## config.mk

```make
export PLATFORM = sky130hd
export DESIGN_NAME = retained_sample_slot_bank_top
export DESIGN_NICKNAME = d
export VERILOG_FILES = /design/src/rtl/rssb_pkg.sv /design/src/rtl/rssb_cell.sv /design/src/rtl/retained_sample_slot_bank_top.sv
export SDC_FILE = /design/constraint.sdc
export NUM_CORES = 1
export LEC_CHECK = 0
export BUFFER_PORTS_ARGS = -buffer_cell sky130_fd_sc_hd__buf_2
export CAP_MARGIN = 10
export CELL_PAD_IN_SITES_DETAIL_PLACEMENT = 0
export CELL_PAD_IN_SITES_GLOBAL_PLACEMENT = 1
export CORE_MARGIN = 2
export CORE_UTILIZATION = 53
export CTS_CLUSTER_DIAMETER = 200
export DETAILED_ROUTE_END_ITERATION = 10
export PLACE_DENSITY_LB_ADDON = 0.15
export SYNTH_ARGS = -nofsm -noshare
export SYNTH_HDL_FRONTEND = slang
export SYNTH_SLANG_ARGS = --single-unit
```

## constraint.sdc

```tcl
create_clock -name i_clk -period 9.3 [get_ports i_clk]
set_input_delay 0.465 -clock i_clk [delete_from_list [all_inputs] [get_ports i_clk]]
set_output_delay 0.465 -clock i_clk [all_outputs]
set_load 0.01 [all_outputs]
```

## src/rtl/rssb_pkg.sv

```systemverilog
// Package for the retained sample slot bank.
// Holds the operation codes, controller states and the command struct that the
// controller sends to the slot cells. It depends on nothing else.
package rssb_pkg;

    localparam int IDX_W  = 6;
    localparam int WORD_W = 32;

    typedef enum logic [1:0] {
        MODE_STORE_FREE = 2'd0,
        MODE_STORE_AT   = 2'd1,
        MODE_READ       = 2'd2,
        MODE_CLEAR      = 2'd3
    } t_mode;

    typedef enum logic {
        ST_IDLE = 1'b0,
        ST_EXEC = 1'b1
    } t_state;

    // Command that is broadcast to every cell during the execute cycle.
    typedef struct packed {
        logic              wr_free;
        logic              wr_at;
        logic              clear;
        logic [IDX_W-1:0]  idx;
        logic [WORD_W-1:0] time_word;
        logic [WORD_W-1:0] value_word;
    } t_cell_cmd;

endpackage

```

## src/rtl/rssb_cell.sv

```systemverilog
// One slot cell of the retained sample slot bank.
// Depends on rssb_pkg for the command struct; cells are chained through the
// free-slot claim signal, which each cell passes on to its upper neighbour.
module rssb_cell
    import rssb_pkg::*;
#(
    parameter int CELL_IDX = 0
) (
    input  logic              i_clk,
    input  logic              i_rst_n,
    input  t_cell_cmd         i_cmd,
    input  logic              i_claim,
    output logic              o_claim,
    output logic              o_grant,
    output logic              o_rd_hit,
    output logic [WORD_W-1:0] o_rd_time,
    output logic [WORD_W-1:0] o_rd_value
);

    logic              r_used;
    logic [WORD_W-1:0] r_time;
    logic [WORD_W-1:0] r_value;
    logic              hit;
    logic              wr;

    // A lower cell that is free has already claimed the store.
    assign o_grant = !r_used && !i_claim;
    assign o_claim = i_claim || !r_used;

    assign hit = (i_cmd.idx == IDX_W'(CELL_IDX));
    assign wr  = (i_cmd.wr_free && o_grant) || (i_cmd.wr_at && hit);

    assign o_rd_hit   = hit && r_used;
    assign o_rd_time  = o_rd_hit ? r_time  : '0;
    assign o_rd_value = o_rd_hit ? r_value : '0;

    always_ff @(posedge i_clk) begin
        if (!i_rst_n) begin
            r_used <= 1'b0;
        end else if (i_cmd.clear) begin
            r_used <= 1'b0;
        end else if (wr) begin
            r_used <= (i_cmd.time_word != '0) || (i_cmd.value_word != '0);
        end
    end

    always_ff @(posedge i_clk) begin
        if (wr) begin
            r_time  <= i_cmd.time_word;
            r_value <= i_cmd.value_word;
        end
    end

endmodule

```

## src/rtl/retained_sample_slot_bank_top.sv

```systemverilog
// Top level of the retained sample slot bank.
// Depends on rssb_pkg and instantiates one rssb_cell per slot.
//
// Usage. A command is transferred at a rising edge where start is high and busy
// is low; it carries a mode (store first free, store at index, read, clear), a
// slot index and a sample of one time word and one value word. Each command
// yields exactly one result, shown on the o_ result ports for one cycle and
// marked by o_valid; the receiver takes it at the edge that ends that cycle and
// cannot hold it off.
//
// Timing. The cycle after the transfer is the execute cycle, in which the row
// of cells is examined and written. The result appears in the cycle after that,
// and in that same cycle busy is already low, so a new command may be
// transferred while that result is shown. The timing follows from the
// registered command and the registered result around the cell row.
//
// Finding the lowest empty slot is done by a claim signal that ripples along
// the row of cells, each cell passing it to its upper neighbour. Reads select
// one cell by index and gather its words through an OR of all cells.
//
// Reset is synchronous and active low. It marks every slot empty and the bank
// invalid; the first store of either kind makes the bank valid. Slot words are
// not cleared, since an empty slot is never read out.
module retained_sample_slot_bank_top
    import rssb_pkg::*;
#(
    parameter int BANK_SLOTS = 16
) (
    input  logic              i_clk,
    input  logic              i_rst_n,
    input  logic              start,
    output logic              busy,
    input  logic [1:0]        i_mode,
    input  logic [IDX_W-1:0]  i_slot_index,
    input  logic [WORD_W-1:0] i_sample_time,
    input  logic [WORD_W-1:0] i_sample_value,
    output logic              o_valid,
    output logic              o_status,
    output logic [IDX_W-1:0]  o_stored_index,
    output logic [WORD_W-1:0] o_read_time,
    output logic [WORD_W-1:0] o_read_value
);

    t_state r_state;
    t_state n_state;

    // Command registers, loaded on a transfer.
    t_mode             r_mode;
    logic [IDX_W-1:0]  r_idx;
    logic [WORD_W-1:0] r_time;
    logic [WORD_W-1:0] r_value;

    logic r_bank_valid;
    logic n_bank_valid;

    // Result registers.
    logic              r_valid;
    logic              r_status;
    logic [IDX_W-1:0]  r_sidx;
    logic [WORD_W-1:0] r_rt;
    logic [WORD_W-1:0] r_rv;
    logic              n_status;
    logic [IDX_W-1:0]  n_sidx;
    logic [WORD_W-1:0] n_rt;
    logic [WORD_W-1:0] n_rv;

    logic      accept;
    logic      exec;
    t_cell_cmd cell_cmd;

    logic [BANK_SLOTS:0]   claim;
    logic [BANK_SLOTS-1:0] grant;
    logic [BANK_SLOTS-1:0] rd_hit;
    logic [WORD_W-1:0]     rd_time  [BANK_SLOTS];
    logic [WORD_W-1:0]     rd_value [BANK_SLOTS];

    logic              any_free;
    logic              any_hit;
    logic [IDX_W-1:0]  free_idx;
    logic [WORD_W-1:0] sel_time;
    logic [WORD_W-1:0] sel_value;

    // Controller: next state.
    always_comb begin
        n_state = r_state;
        case (r_state)
            ST_IDLE: begin
                if (start) begin
                    n_state = ST_EXEC;
                end
            end
            ST_EXEC: begin
                n_state = ST_IDLE;
            end
            default: begin
                n_state = ST_IDLE;
            end
        endcase
    end

    // Controller: outputs.
    always_comb begin
        busy = 1'b0;
        exec = 1'b0;
        case (r_state)
            ST_IDLE: begin
                busy = 1'b0;
                exec = 1'b0;
            end
            ST_EXEC: begin
                busy = 1'b1;
                exec = 1'b1;
            end
            default: begin
                busy = 1'b0;
                exec = 1'b0;
            end
        endcase
    end

    assign accept = start && !busy;

    always_ff @(posedge i_clk) begin
        if (!i_rst_n) begin
            r_state      <= ST_IDLE;
            r_bank_valid <= 1'b0;
            r_valid      <= 1'b0;
        end else begin
            r_state      <= n_state;
            r_bank_valid <= n_bank_valid;
            r_valid      <= exec;
        end
    end

    always_ff @(posedge i_clk) begin
        if (accept) begin
            r_mode  <= t_mode'(i_mode);
            r_idx   <= i_slot_index;
            r_time  <= i_sample_time;
            r_value <= i_sample_value;
        end
        if (exec) begin
            r_status <= n_status;
            r_sidx   <= n_sidx;
            r_rt     <= n_rt;
            r_rv     <= n_rv;
        end
    end

    // The command reaches the cells only during the execute cycle.
    always_comb begin
        cell_cmd.wr_free    = exec && (r_mode == MODE_STORE_FREE);
        cell_cmd.wr_at      = exec && (r_mode == MODE_STORE_AT);
        cell_cmd.clear      = exec && (r_mode == MODE_CLEAR);
        cell_cmd.idx        = r_idx;
        cell_cmd.time_word  = r_time;
        cell_cmd.value_word = r_value;
    end

    assign claim[0] = 1'b0;

    for (genvar k = 0; k < BANK_SLOTS; k++) begin : g_cell
        rssb_cell #(
            .CELL_IDX (k)
        ) u_cell (
            .i_clk      (i_clk),
            .i_rst_n    (i_rst_n),
            .i_cmd      (cell_cmd),
            .i_claim    (claim[k]),
            .o_claim    (claim[k+1]),
            .o_grant    (grant[k]),
            .o_rd_hit   (rd_hit[k]),
            .o_rd_time  (rd_time[k]),
            .o_rd_value (rd_value[k])
        );
    end

    // At most one cell grants and at most one cell hits, so an OR gathers them.
    always_comb begin
        free_idx  = '0;
        sel_time  = '0;
        sel_value = '0;
        for (int k = 0; k < BANK_SLOTS; k++) begin
            free_idx  = free_idx | (grant[k] ? IDX_W'(k) : '0);
            sel_time  = sel_time | rd_time[k];
            sel_value = sel_value | rd_value[k];
        end
    end

    assign any_free = claim[BANK_SLOTS];
    assign any_hit  = |rd_hit;

    // Result of the command now in the execute cycle.
    always_comb begin
        n_status     = 1'b0;
        n_sidx       = '0;
        n_rt         = '0;
        n_rv         = '0;
        n_bank_valid = r_bank_valid;
        case (r_mode)
            MODE_STORE_FREE: begin
                n_status = !any_free;
                n_sidx   = any_free ? free_idx : '0;
                if (exec) begin
                    n_bank_valid = 1'b1;
                end
            end
            MODE_STORE_AT: begin
                n_status = (r_idx >= IDX_W'(BANK_SLOTS));
                if (exec) begin
                    n_bank_valid = 1'b1;
                end
            end
            MODE_READ: begin
                if (r_bank_valid && any_hit) begin
                    n_rt = sel_time;
                    n_rv = sel_value;
                end else begin
                    n_status = 1'b1;
                end
            end
            default: begin
                n_status = 1'b0;
            end
        endcase
    end

    assign o_valid        = r_valid;
    assign o_status       = r_status;
    assign o_stored_index = r_sidx;
    assign o_read_time    = r_rt;
    assign o_read_value   = r_rv;

endmodule

```

==> flow_summary_export.csv <==
group,metric,value,unit
clocking,htree_levels,3,
drt,drt_iter0_markers,3960,
placed_design,gp_congestion,0.9157,
timing,setup_violations,0,
synth,synth_edf_count,1165,
min_path,min-delay-start,"i_slot_index[2]",
cells_and_area,multi_input_area,7826,µm²
min_path,hold_depth,1,
synth,ys_ff_latch,1184,
timing,maxSlewHeadroom,9.567,%
clocking,cts_setup_buffers,0,
critical_path,startpoint_type,"flip-flop",
floorplan,initial_core_util,53.45,%
synth,yosys_warnings,0,
cells_and_area,layout.area.seq,35370,µm²
drt,drt-pass1-iter-count,6,
critical_path,r2r_start,"g_cell[3].u_cell.r_used",
timing,fmax,222.3,MHz
clocking,clk_latency,0.69,ns
grt,grtUsageTotal,32.95,%
grt,grt_pass1_wl,196000,µm
critical_path,required,9.59,ns
grt,grt_pass1_vias,26090,
floorplan,dieWidth,291.3,µm
synth,synth.avg_cell_area,17.71,µm²
drt,viasPerCell,6.894,
critical_path,critPathCaptureType,"flip-flop",
drt,wl,140000,µm
clocking,post_cts_resized,0,
placed_design,dpl.hpwl,75890,µm
critical_path,timing.rr.end,"g_cell[15].u_cell.r_value[26]",
timing,post-route-min-period,4.498,ns
timing,rsz0062_at_grt,"false",
floorplan,io_pins,148,
power_and_ir_drop,vdd_ir_drop_max,0.1748,mV
min_path,hold_class,"in -> reg",
floorplan,die_area,84860,µm²
cells_and_area,fin_area,50330,µm²
critical_path,path_class,"reg -> reg",
critical_path,path_buf_inv,1,
grt,grt_max_degree,56,
synth,synth.distinct_cells,73,
cells_and_area,final_common_cell,"edfxtp_1",
clocking,clk_pin_slew,0.06,ns
cells_and_area,syn_to_final_growth,15.05,%
clocking,cts.sinks,1184,
cells_and_area,drive_above_1_share,15.87,%
grt,antenna_found_initial,0,
floorplan,fp.dieH,291.3,µm
drt,postRouteAntennaNets,0,
critical_path,crit_chain,"nand4_1 > nor4_1 > nand3_1 > o21ai_4 > buf_4",
synth,ys_seq_area_share,80.84,%
status,outcome,"finished clean",
synth,synth_top_area_share,79.97,%
clocking,cts_tree,"done",
drt,vias,26850,
critical_path,cp.arrival,4.79,ns
timing,holdWs,0.03270,ns
synth,synth_cells,2470,
grt,grt-ovfl-total,0,
timing,post-route-period-util,48.37,%
cells_and_area,final_cells,3894,
synth,yosysTopAreaCell,"edfxtp_1",
synth,synth_ff_type,"edfxtp_1",
synth,async_reset_ff_share,0,%
critical_path,r2r.worst_path.cells,5,
critical_path,critPathMaxStageDelay,0.94,ns
clocking,cts-root-buf,"clkbuf_16",
cells_and_area,fillers,5933,
critical_path,crit_slowest_cell,"o21ai_4",
critical_path,cp_top_family,"simple AND/OR/NAND/NOR gates",
critical_path,path_max_fanout,39,
placed_design,dpl_cell_area,45990,µm²
clocking,holdBufCountCts,71,
power_and_ir_drop,cellPowerDensity,212.8,nW/µm²
drt,wl_per_cell,35.94,µm
timing,drv_slew,0,
cells_and_area,final_cell_mix,"edfxtp_1, a22oi_1, buf_2, a21oi_1, nand2_1",
cells_and_area,fin_nets,2803,
timing,worst_pin_slew,1.356,ns
synth,netlist_area,43750,µm²
min_path,hold-path-endpoint,"r_idx[2]",
clocking,cts.path.max_buffers,3,
critical_path,reg2reg_slack,4.80,ns
flow_run,max-cap-violations,0,
timing,tns,0,ns
timing,finalHoldViolCount,0,
clocking,numCtsBuffers,116,
drt,route.detailed.drc,0,
synth,synth_area_leaders,"edfxtp_1, a22oi_1, a21oi_1",
placed_design,dp.cells,3609,
placed_design,numPortBuffers,145,
power_and_ir_drop,p_leak,0.01512,µW
floorplan,rows,105,
floorplan,core_area,81850,µm²
timing,fin_worst_skew,0.02923,ns
power by group:
group | internal [µW] | switching [µW] | leakage (µW)
sequential | 5910 | 73.3 | 0.0107
combinational | 58.5 | 133 | 0.00266
clock | 2580 | 1960 | 0.00177
flip-flops by register name, indices dropped and copies added, names as in the netlist:
register,cells
g_cell.u_cell.r_time,512
g_cell.u_cell.r_value,512
o_read_time,32
o_read_value,32
r_time,32
r_value,32
g_cell.u_cell.r_used,16
r_idx,6
o_stored_index,4
r_mode,2
o_status,1
o_valid,1
r_bank_valid,1
r_state,1
kinds of logic (layout without fill, tap and decap cells):
logic type / count (synthesis) / in the layout / synth area share (%)
other: 1 / 3 / 0.008572
buffers and inverters: 178 / 530 / 1.942
AND/OR/NAND/NOR: 331 / 331 / 3.944
flip-flops: 1184 / 1184 / 80.84
multiplexers: 7 / 7 / 0.2746
AO/OA/AOI/OAI: 769 / 769 / 13.00
stage by stage:
stage                     setup slack (ns)  utilization (%)  total power [µW]
after detailed placement             4.957            56.20              6259
after floorplan                     0.9504                -              6126
after global placement               4.984            56.20              6252
after CTS                            4.957            61.50             10730
final                                4.802            61.50             10710
after global routing                 4.689            61.50             10960
final cells by class:
type	instances	area share [%]
sequential	1184	70.27
multi-input combinational	1109	15.55
antenna	1	0.004972
clock inverter	65	1.074
timing repair buffer	311	4.271
clock buffer	148	6.132
tap	1070	2.660
inverter	6	0.04474
layer usage:
layer	part of all wire [%]	track usage [%]
met2	47	51.86
met4	3.9	12.60
met1	37	45.75
met5	0	0
met3	12	6.734
Yosys cell counts (all sizes together), types with 6 or more instances:
cell type and count:
a32oi 29, o22ai 33, nand2 126, a221oi 57, o31a 18, o211ai 6
o21ai 41, inv 6, nor3 14, a211oi 9, nand3 28, nor2 51
and2 19, nor2b 13, nor4 25, dfxtp 19, o2bb2ai 9, a22oi 226
nand4 12, a32o 10, a221o 7, a21oi 140, a2111oi 7, a31oi 31
and3b 9, a22o 69, o22a 9, clkbuf 72, a222oi 45, buf 100
edfxtp 1165, and3 8
worst max-delay path by stage:
| stage | slack, ns | cells after the start | end | start |
|---|---|---|---|---|
| after detailed placement | 4.96 | 5 | g_cell[15].u_cell.r_time[21] | g_cell[7].u_cell.r_used |
| after global routing | 4.69 | 5 | g_cell[15].u_cell.r_value[4] | g_cell[7].u_cell.r_used |
| after global placement | 4.98 | 5 | g_cell[15].u_cell.r_time[21] | g_cell[7].u_cell.r_used |
| after CTS | 4.96 | 5 | g_cell[15].u_cell.r_time[14] | g_cell[7].u_cell.r_used |
| after floorplan | 0.95 | 4 | g_cell[14].u_cell.r_time[0] | r_state |
| final | 4.80 | 5 | g_cell[15].u_cell.r_value[26] | g_cell[3].u_cell.r_used |
(Power assumes the default switching activity.)
